**src/sv/pmes_pkg.sv**
```systemverilog
// pmes_pkg: shared types and constants for the pitch median/ema smoother
// no dependencies
package pmes_pkg;

  localparam int PITCH_WIDTH_DEF = 24;
  localparam int PITCH_OUT_W     = 24;
  localparam int CONF_W          = 16;
  localparam int CFG_DATA_W      = 16;
  localparam int CFG_IDX_W       = 1;
  localparam int HIST_DEPTH      = 5;
  localparam int SLOT_W          = 3;
  localparam int MED_RANK        = HIST_DEPTH / 2;
  localparam int Q16_SHIFT       = 16;
  localparam int Q16_HALF        = 32768;

  localparam logic [CONF_W-1:0] THRESHOLD_RST = 16'd55705;
  localparam logic [CONF_W-1:0] WEIGHT_RST    = 16'd9830;

  localparam logic [CFG_IDX_W-1:0] REG_THRESHOLD = 1'b0;
  localparam logic [CFG_IDX_W-1:0] REG_WEIGHT    = 1'b1;

  typedef logic [1:0] kind_t;
  localparam kind_t KIND_SHORT  = 2'd0;
  localparam kind_t KIND_RAW    = 2'd1;
  localparam kind_t KIND_SMOOTH = 2'd2;

  typedef struct packed {
    logic [PITCH_OUT_W-1:0] raw_frequency;
    logic [CONF_W-1:0]      raw_confidence;
    logic                   short_read;
  } in_item_t;

  typedef struct packed {
    logic [PITCH_OUT_W-1:0] pitch_out;
    logic [CONF_W-1:0]      confidence_out;
    logic                   was_smoothed;
  } out_item_t;

  typedef struct packed {
    kind_t             kind;
    logic [CONF_W-1:0] conf;
  } stage_info_t;

endpackage

```
**src/sv/pmes_median.sv**
```systemverilog
// pmes_median: five-entry pitch history and median-of-five stage
// depends on pmes_pkg
module pmes_median #(
  parameter int PITCH_WIDTH = pmes_pkg::PITCH_WIDTH_DEF
) (
  input  logic                     clk,
  input  logic                     rst_n,
  input  logic                     s1_valid,
  output logic                     s1_ready,
  input  pmes_pkg::stage_info_t    s1_info,
  input  logic [PITCH_WIDTH-1:0]   s1_freq,
  output logic                     s2_valid,
  input  logic                     s2_ready,
  output pmes_pkg::stage_info_t    s2_info,
  output logic [PITCH_WIDTH-1:0]   s2_pitch
);

  localparam int DEPTH  = pmes_pkg::HIST_DEPTH;
  localparam int SLOT_W = pmes_pkg::SLOT_W;

  logic [PITCH_WIDTH-1:0] hist_r [DEPTH];
  logic [SLOT_W-1:0]      slot_r;
  logic [SLOT_W-1:0]      slot_nxt;
  logic [PITCH_WIDTH-1:0] cand [DEPTH];
  logic [PITCH_WIDTH-1:0] med;
  logic                   s1_fire;
  logic                   s1_smooth;

  logic                   s2_valid_r;
  pmes_pkg::stage_info_t  s2_info_r;
  logic [PITCH_WIDTH-1:0] s2_pitch_r;

  assign s1_ready  = !s2_valid_r || s2_ready;
  assign s1_fire   = s1_valid && s1_ready;
  assign s1_smooth = (s1_info.kind == pmes_pkg::KIND_SMOOTH);
  assign slot_nxt  = (slot_r == SLOT_W'(DEPTH - 1)) ? '0 : slot_r + SLOT_W'(1);

  // history as it stands after this write
  always_comb begin
    for (int i = 0; i < DEPTH; i++) begin
      cand[i] = (slot_r == SLOT_W'(i)) ? s1_freq : hist_r[i];
    end
  end

  // rank each entry, ties broken by position; the middle rank is the median
  always_comb begin
    logic [DEPTH-1:0] below;
    logic [SLOT_W-1:0] rank;
    med = '0;
    for (int i = 0; i < DEPTH; i++) begin
      for (int j = 0; j < DEPTH; j++) begin
        below[j] = (j != i) &&
                   ((cand[j] < cand[i]) || ((cand[j] == cand[i]) && (j < i)));
      end
      rank = SLOT_W'($countones(below));
      if (rank == SLOT_W'(pmes_pkg::MED_RANK)) begin
        med = med | cand[i];
      end
    end
  end

  always_ff @(posedge clk) begin
    if (!rst_n) begin
      slot_r <= '0;
      for (int i = 0; i < DEPTH; i++) begin
        hist_r[i] <= '0;
      end
    end else if (s1_fire && s1_smooth) begin
      hist_r[slot_r] <= s1_freq;
      slot_r         <= slot_nxt;
    end
  end

  always_ff @(posedge clk) begin
    if (!rst_n) begin
      s2_valid_r <= 1'b0;
    end else if (s1_ready) begin
      s2_valid_r <= s1_valid;
    end
  end

  always_ff @(posedge clk) begin
    if (s1_fire) begin
      s2_info_r  <= s1_info;
      s2_pitch_r <= s1_smooth ? med : s1_freq;
    end
  end

  assign s2_valid = s2_valid_r;
  assign s2_info  = s2_info_r;
  assign s2_pitch = s2_pitch_r;

  a_slot_range: assert property (@(posedge clk) disable iff (!rst_n)
    slot_r <= SLOT_W'(DEPTH - 1))
    else $error("history slot out of range");

  a_slot_advance: assert property (@(posedge clk) disable iff (!rst_n)
    (s1_fire && s1_smooth) |=>
      (slot_r == (($past(slot_r) == SLOT_W'(DEPTH - 1)) ? '0 : $past(slot_r) + SLOT_W'(1))))
    else $error("history slot did not advance");

  a_slot_hold: assert property (@(posedge clk) disable iff (!rst_n)
    (s1_fire && !s1_smooth) |=> $stable(slot_r))
    else $error("history slot moved on a bypass item");

endmodule

```
**config.mk**
```make
export PLATFORM = sky130hd
export DESIGN_NAME = pmes_median
export DESIGN_NICKNAME = d
export VERILOG_FILES = /design/src/sv/pmes_pkg.sv /design/src/sv/pmes_median.sv
export SDC_FILE = /design/constraint.sdc
export NUM_CORES = 1
export LEC_CHECK = 0
export BUFFER_PORTS_ARGS = -buffer_cell sky130_fd_sc_hd__buf_2
export CAP_MARGIN = 20
export CORE_UTILIZATION = 30
export CTS_CLUSTER_SIZE = 12
export DETAILED_ROUTE_END_ITERATION = 16
export GPL_ROUTABILITY_DRIVEN = 1
export GPL_TIMING_DRIVEN = 0
export SLEW_MARGIN = 30
export SYNTH_ARGS = -nofsm -noshare
export SYNTH_HDL_FRONTEND = slang
export SYNTH_SLANG_ARGS = --single-unit
export TNS_END_PERCENT = 30
```
**constraint.sdc**
```tcl
create_clock -name clk -period 9.3 [get_ports clk]
set_clock_uncertainty 0.05 [all_clocks]
set_input_delay 2.325 -clock clk [delete_from_list [all_inputs] [get_ports clk]]
set_output_delay 2.325 -clock clk [all_outputs]
set_load 0.01 [all_outputs]
```
Yosys cells after proc, flatten, opt, wreduce, memory -nomap -nowiden
Memories as Yosys holds them, arrays and structs flattened. Index checks and enable logic that the tools add are counted.

$lt $le $gt $ge: 20. Mux-type cells: 19. Reductions and logical operators: 16. Bitwise operators: 4. Equal/unequal tests: 20. Add/sub/neg operators: 16.

Operator list (number): $lt 24x24->1 (20); $mux 24 (12); $eq 24x24->1 (10); $or 24x24->24 (4); $reduce_or 24->1 (1); $eq 3x2->1 const B (7); $add 1x1->2 (6); $add 3x1->3 (4); $logic_or 1x1->1 (11); $add 1x2->3 (2); $add 2x1->3 (2); $mux 3 (2); $mux 1 (5); $add 3x1->3 const B (1); $add 3x3->3 (1); $eq 3x1->1 const B (1); $eq 3x3->1 const B (1); $logic_not 3->1 (1); $eq 2x2->1 const B (1); $logic_and 1x1->1 (2); $logic_not 1->1 (1).

Input port bits: 46. Memories kept: 1. RAM bits: 120. Bits in registers: 46. Logic and storage cells: 101. Output and inout bits: 44.

Memories: hist_r (depth 5, bits a word 24, read ports 5, clocked after memory_dff 0, wr ports 5, RTL line pmes_median.sv:21) `logic [PITCH_WIDTH-1:0] hist_r [DEPTH];`.

Depth between registers and ports, before layout
Word-level depth: 17. Gate-level depth with buffers: 26. Depth with buffers taken out: 23.

Least setup slack after synthesis
OpenSTA, ideal clock, no wires.

Kind: input to register. From: input port s2_ready. To: memory hist_r[0][0] (netlist bit) (enable). Data required time: 8.777 ns. Cell stages on the path: 5. Data arrival time: 6.508 ns. Path buffers: 1. Path slack: 2.269 ns. Library setup time: 0.473 ns. Path through: nand2b_1 -> and2_1 -> nand2b_1 -> clkbuf_1 -> o41ai_1.

RTL lines: start: declaration (RTL line pmes_median.sv:13) `input logic s2_ready,`; end: declaration (RTL line pmes_median.sv:21).

Worst setup path after layout
From: input port s1_freq[20]. To: register s2_pitch_r[20] (netlist: s2_pitch[20]), data pin.

Cells in the longest elaborated chain, start to end: 16. Elaborated cells between the ends (all ways): 75. Classes of those cells: add/sub: 15; order compare: 20; eq/ne: 15; mux: 11; bitwise: 4; reduce/logical: 10.

RTL lines: start: declaration (RTL line pmes_median.sv:11) `input logic [PITCH_WIDTH-1:0] s1_freq,`; $mux 24 (RTL line pmes_median.sv:41) `cand[i] = (slot_r == SLOT_W'(i)) ? s1_freq : hist_r[i];`; $lt 24x24->1 (RTL line pmes_median.sv:53) `((cand[j] < cand[i]) || ((cand[j] == cand[i]) && (j < i)));`; $add 1x1->2 (implied by the code) (RTL line pmes_median.sv:55) `rank = SLOT_W'($countones(below));`; $add 1x2->3 (implied by the code) (RTL line pmes_median.sv:55); $add 3x1->3 (implied by the code) (RTL line pmes_median.sv:55); $eq 3x2->1 (RTL line pmes_median.sv:56) `if (rank == SLOT_W'(pmes_pkg::MED_RANK)) begin`; $mux 24 (RTL line pmes_median.sv:56); $or 24x24->24 (RTL line pmes_median.sv:57) `med = med | cand[i];`; $mux 24 (RTL line pmes_median.sv:56); $or 24x24->24 (RTL line pmes_median.sv:57); $mux 24 (RTL line pmes_median.sv:56); $or 24x24->24 (RTL line pmes_median.sv:57); $mux 24 (RTL line pmes_median.sv:56); $or 24x24->24 (RTL line pmes_median.sv:57); $mux 24 (RTL line pmes_median.sv:56); $mux 24 (*) (RTL line pmes_median.sv:85) `s2_pitch_r <= s1_smooth ? med : s1_freq;`; end signal: assignment (RTL line pmes_median.sv:85); end: declaration (RTL line pmes_median.sv:31) `logic [PITCH_WIDTH-1:0] s2_pitch_r;`.

Mark *: on every way between the ends. The rest lies on a longest branch, timed or not. A chain may end at the register's enable or synchronous reset.

==> impl_metrics.py <==
metrics = {
    "route": {
        "wirelength_um": 54890,
        "antenna_left": 0,
        "dr.pass1.iters": 6,
        "drt_iter0_markers": 1032,
        "via_per_inst": 5.514,
        "vias": 12210,
        "wl_per_cell_um": 24.78,
        "drc_errors": 0,
    },
    "sta": {
        "period_share_pct": 87.65,
        "worstMarginPinSlew_ns": 1.052,
        "holdWs_ns": 0.5112,
        "rsz0062_at_grt": "no",
        "relSlewSlack_pct": 29.89,
        "drv_slew": 0,
        "max_freq_ghz": 0.1227,
        "finalSetupViolations": 0,
        "period_needed_ns": 8.151,
        "hold_viol": 0,
    },
    "place": {
        "finalWeightedCongestion": 0.9611,
        "hpwl_um": 42330,
        "port_buffers": 87,
    },
    "die": {
        "placementRows": 80,
        "die_w_um": 221.6,
        "pin_count": 90,
        "initial_core_util_pct": 30.35,
        "fp.dieArea_um2": 49090,
        "dieHeight_um": 221.6,
        "coreArea_um2": 47650,
    },
    "global_routing": {
        "grt_pass1_wl_um": 79590,
        "grt_pass1_vias": 12180,
        "antenna_found_initial": 2,
        "grt_max_degree": 28,
        "grt.total_usage_pct": 22.45,
        "grt-ovfl-total": 0,
    },
    "clock_network": {
        "numCtsBuffers": 17,
        "clock-sinks": 166,
        "postCtsSetupBuffers": 0,
        "root_buffer": "clkbuf_16",
        "cts_resized": 0,
        "cts_tree": "yes",
        "hold_buffers": 0,
        "cts.htree.levels": 4,
        "clk_pin_slew_ns": 0.07,
        "clock_latency_ns": 0.50,
        "cts_buffer_depth": 2,
    },
    "setup_path": {
        "reg2reg_from": "slot_r[1]",
        "crit_family": "simple AND/OR/NAND/NOR gates",
        "critPathArrivalTime_ns": 8.30,
        "critPathRequiredTime_ns": 9.45,
        "crit_buf_inv": 5,
        "critPathMostFrequentCell": "ha_1",
        "r2r_slack_ns": 1.32,
        "cp-start-kind": "input pin",
        "cp_cell_sequence": "buf_2, clkbuf_1, mux2i_1, inv_1, ha_1, nand4_1, or2_2, or4_1, nor3_1, a21oi_1, fa_1, inv_1, ha_1, ha_1, nand2_1, clkbuf_1, o22ai_1, nor3b_1, o21ai_0",
        "crit_path_max_incr_delay_ns": 0.68,
        "crit_path_top_delay_cell": "or4_1",
        "crit_type": "in -> reg",
        "worstRegToRegCells": 24,
        "crit_fanout": 10,
        "timing.rr.end": "s2_pitch[20]",
        "crit_path_end_kind": "flop",
    },
    "min_path": {
        "holdCritStartpoint": "s2_valid",
        "hold_path.class": "reg -> reg",
        "min_path_cells": 2,
        "min_to": "s2_valid",
    },
    "power": {
        "p_int_mw": 1.513,
        "ir_worst_vdd_mv": 0.1189,
        "p_leak_nw": 7.672,
        "pwr-share-comb_pct": 34.1,
        "power_mw": 2.421,
        "seq_power_share_pct": 36.1,
        "cellPowerDensity_nw_per_um2": 147.0,
        "power_switching_mw": 0.9088,
        "switching_share_pct": 37.53,
        "clockPowerShare_pct": 29.7,
    },
    "synth": {
        "yosys_warnings": 0,
        "synth_top_area_share_pct": 33.64,
        "yosysUniqueCellTypes": 67,
        "synth_edf_count": 162,
        "synth_ff_type": "edfxtp_1",
        "yosysSeqAreaShare_pct": 34.19,
        "ys_seq_elements": 166,
        "async_flop_share_pct": 0,
        "synth_top_cell_by_area": "edfxtp_1",
        "syn-cell-area_um2": 14460,
        "synth_nets": 1761,
        "syn_avg_cell_area_um2": 9.859,
        "synthCells": 1467,
        "synth_area_leaders": "edfxtp_1 (34%), ha_1 (21%), mux2i_1 (4.9%)",
    },
    "cells_and_area": {
        "drive_gt1_share_pct": 12.20,
        "regArea_um2": 4945,
        "nets": 1880,
        "fillers": 4879,
        "multi_input_area_um2": 8930,
        "area_growth_pct": 13.87,
    },
    "run_status": {
        "status": "finished clean",
    },
    "run": {
        "cap_violations": 0,
    },
}
stage by stage:
step	setup slack [ns]	util, %	cells	TNS, ns	cell area [um2]
finish	1.149	34.56	2215	0	16470
global route	1.092	34.56	2214	0	16470
CTS	1.305	34.53	2213	0	16450
detailed placement	0.7885	33.37	2181	0	15900
global placement	-0.9780	32.88	2169	-52.20	15670
floorplan	2.269	-	1467	0	14460
worst min-delay path, delay by kind of cell, from the launching register on:
family          cells  cell delay [ns]
compound gates      1             0.09
flops               1             0.32
simple gates        1             0.11
Yosys cell counts (all sizes together) (6+ instances only):
master / count
buf: 16
and3: 28
nor2: 46
edfxtp: 162
nand3: 28
and2: 100
a21oi: 66
a211oi: 10
o21ai: 71
mux2i: 75
and4: 10
ha: 243
inv: 83
nor3: 13
nand4: 43
o211ai: 10
mux2: 25
o22ai: 48
a21o: 60
clkbuf: 63
a31oi: 7
nor2b: 23
xnor2: 11
nand2: 109
nand2b: 20
nor3b: 25
or2: 6
a221oi: 7
cell type report:
class / instances / share of cell area [%]
well taps: 615 / 4.673
clock buffers: 22 / 2.758
plain buffers: 79 / 2.029
clock inverters: 10 / 0.5926
diodes: 1 / 0.01520
inverters: 83 / 1.892
flip-flops and latches: 166 / 30.03
multi-input cells: 1139 / 54.22
repair buffers: 100 / 3.791
per-layer routing:
metal,up-vias,routed length [um],part of all wire [%],global-route usage (%)
met2,431,24540,45,34.62
met4,2,2323,4.2,10.37
li1,5693,-,-,-
met1,5990,24160,44,29.29
met5,-,12,0.022,0
met3,98,3852,7.0,5.844
placed cells by master, fill, tap and decap left out, drive strengths merged, types with 4 or more instances in the layout:
master,netlist,routed
a221oi,7,7
and4,10,10
nand2b,20,20
nand4,43,43
mux2,25,25
fa,5,5
and2,100,100
ha,243,243
inv,83,86
nor2,46,46
o211ai,10,10
edfxtp,162,162
clkbuf,63,85
a21o,60,60
o21a,5,5
nand2,109,109
a31oi,7,7
nor3,13,13
and3,28,28
nand3,28,28
o21ai,71,71
a211oi,10,10
o22ai,48,48
a21oi,66,66
nor3b,25,25
mux2i,75,75
dfxtp,4,4
xnor2,11,11
or2,6,6
buf,16,116
nor2b,23,23
power by group through the flow:
stage	clock network, mW	logic, mW	registers (mW)
2_1_floorplan	0	0.482	0.900
3_3_place_gp	0	0.776	0.895
3_5_place_dp	0	0.800	0.891
4_1_cts	0.737	0.806	0.875
5_1_grt	0.761	0.888	0.878
6_report	0.720	0.827	0.875
registers in the layout, indices dropped and copies added (netlist names):
name and cells:
hist_r 120, s2_pitch 24, s2_info 18, slot_r 3, s2_valid 1
cells by family (layout without fill, tap and decap cells):
logic type                 Yosys count  count (layout)  share of synthesized area (%)
DFF                                166             166                          34.19
adders and majority gates          251             251                          21.92
buffers and inverters              162             294                          4.438
other                                0               1                              0
AOI/OAI and AO/OA                  312             312                          13.73
muxes                              100             100                          7.362
and+or+nand+nor                    462             462                          17.51
xor gates and xnor gates            14              14                         0.8478
worst max-delay path by stage:
stage	start	endpoint	slack, ns	cells past startpoint
2_1_floorplan	s2_ready	hist_r[0][0]	2.27	5
3_3_place_gp	s2_ready	hist_r[0][13]	-0.98	6
3_5_place_dp	s1_freq[19]	s2_pitch[20]	0.79	19
4_1_cts	s1_freq[19]	s2_pitch[20]	1.30	19
5_1_grt	s1_freq[19]	s2_pitch[20]	1.09	19
6_report	s1_freq[20]	s2_pitch[20]	1.15	19
(Power assumes the default switching activity.)
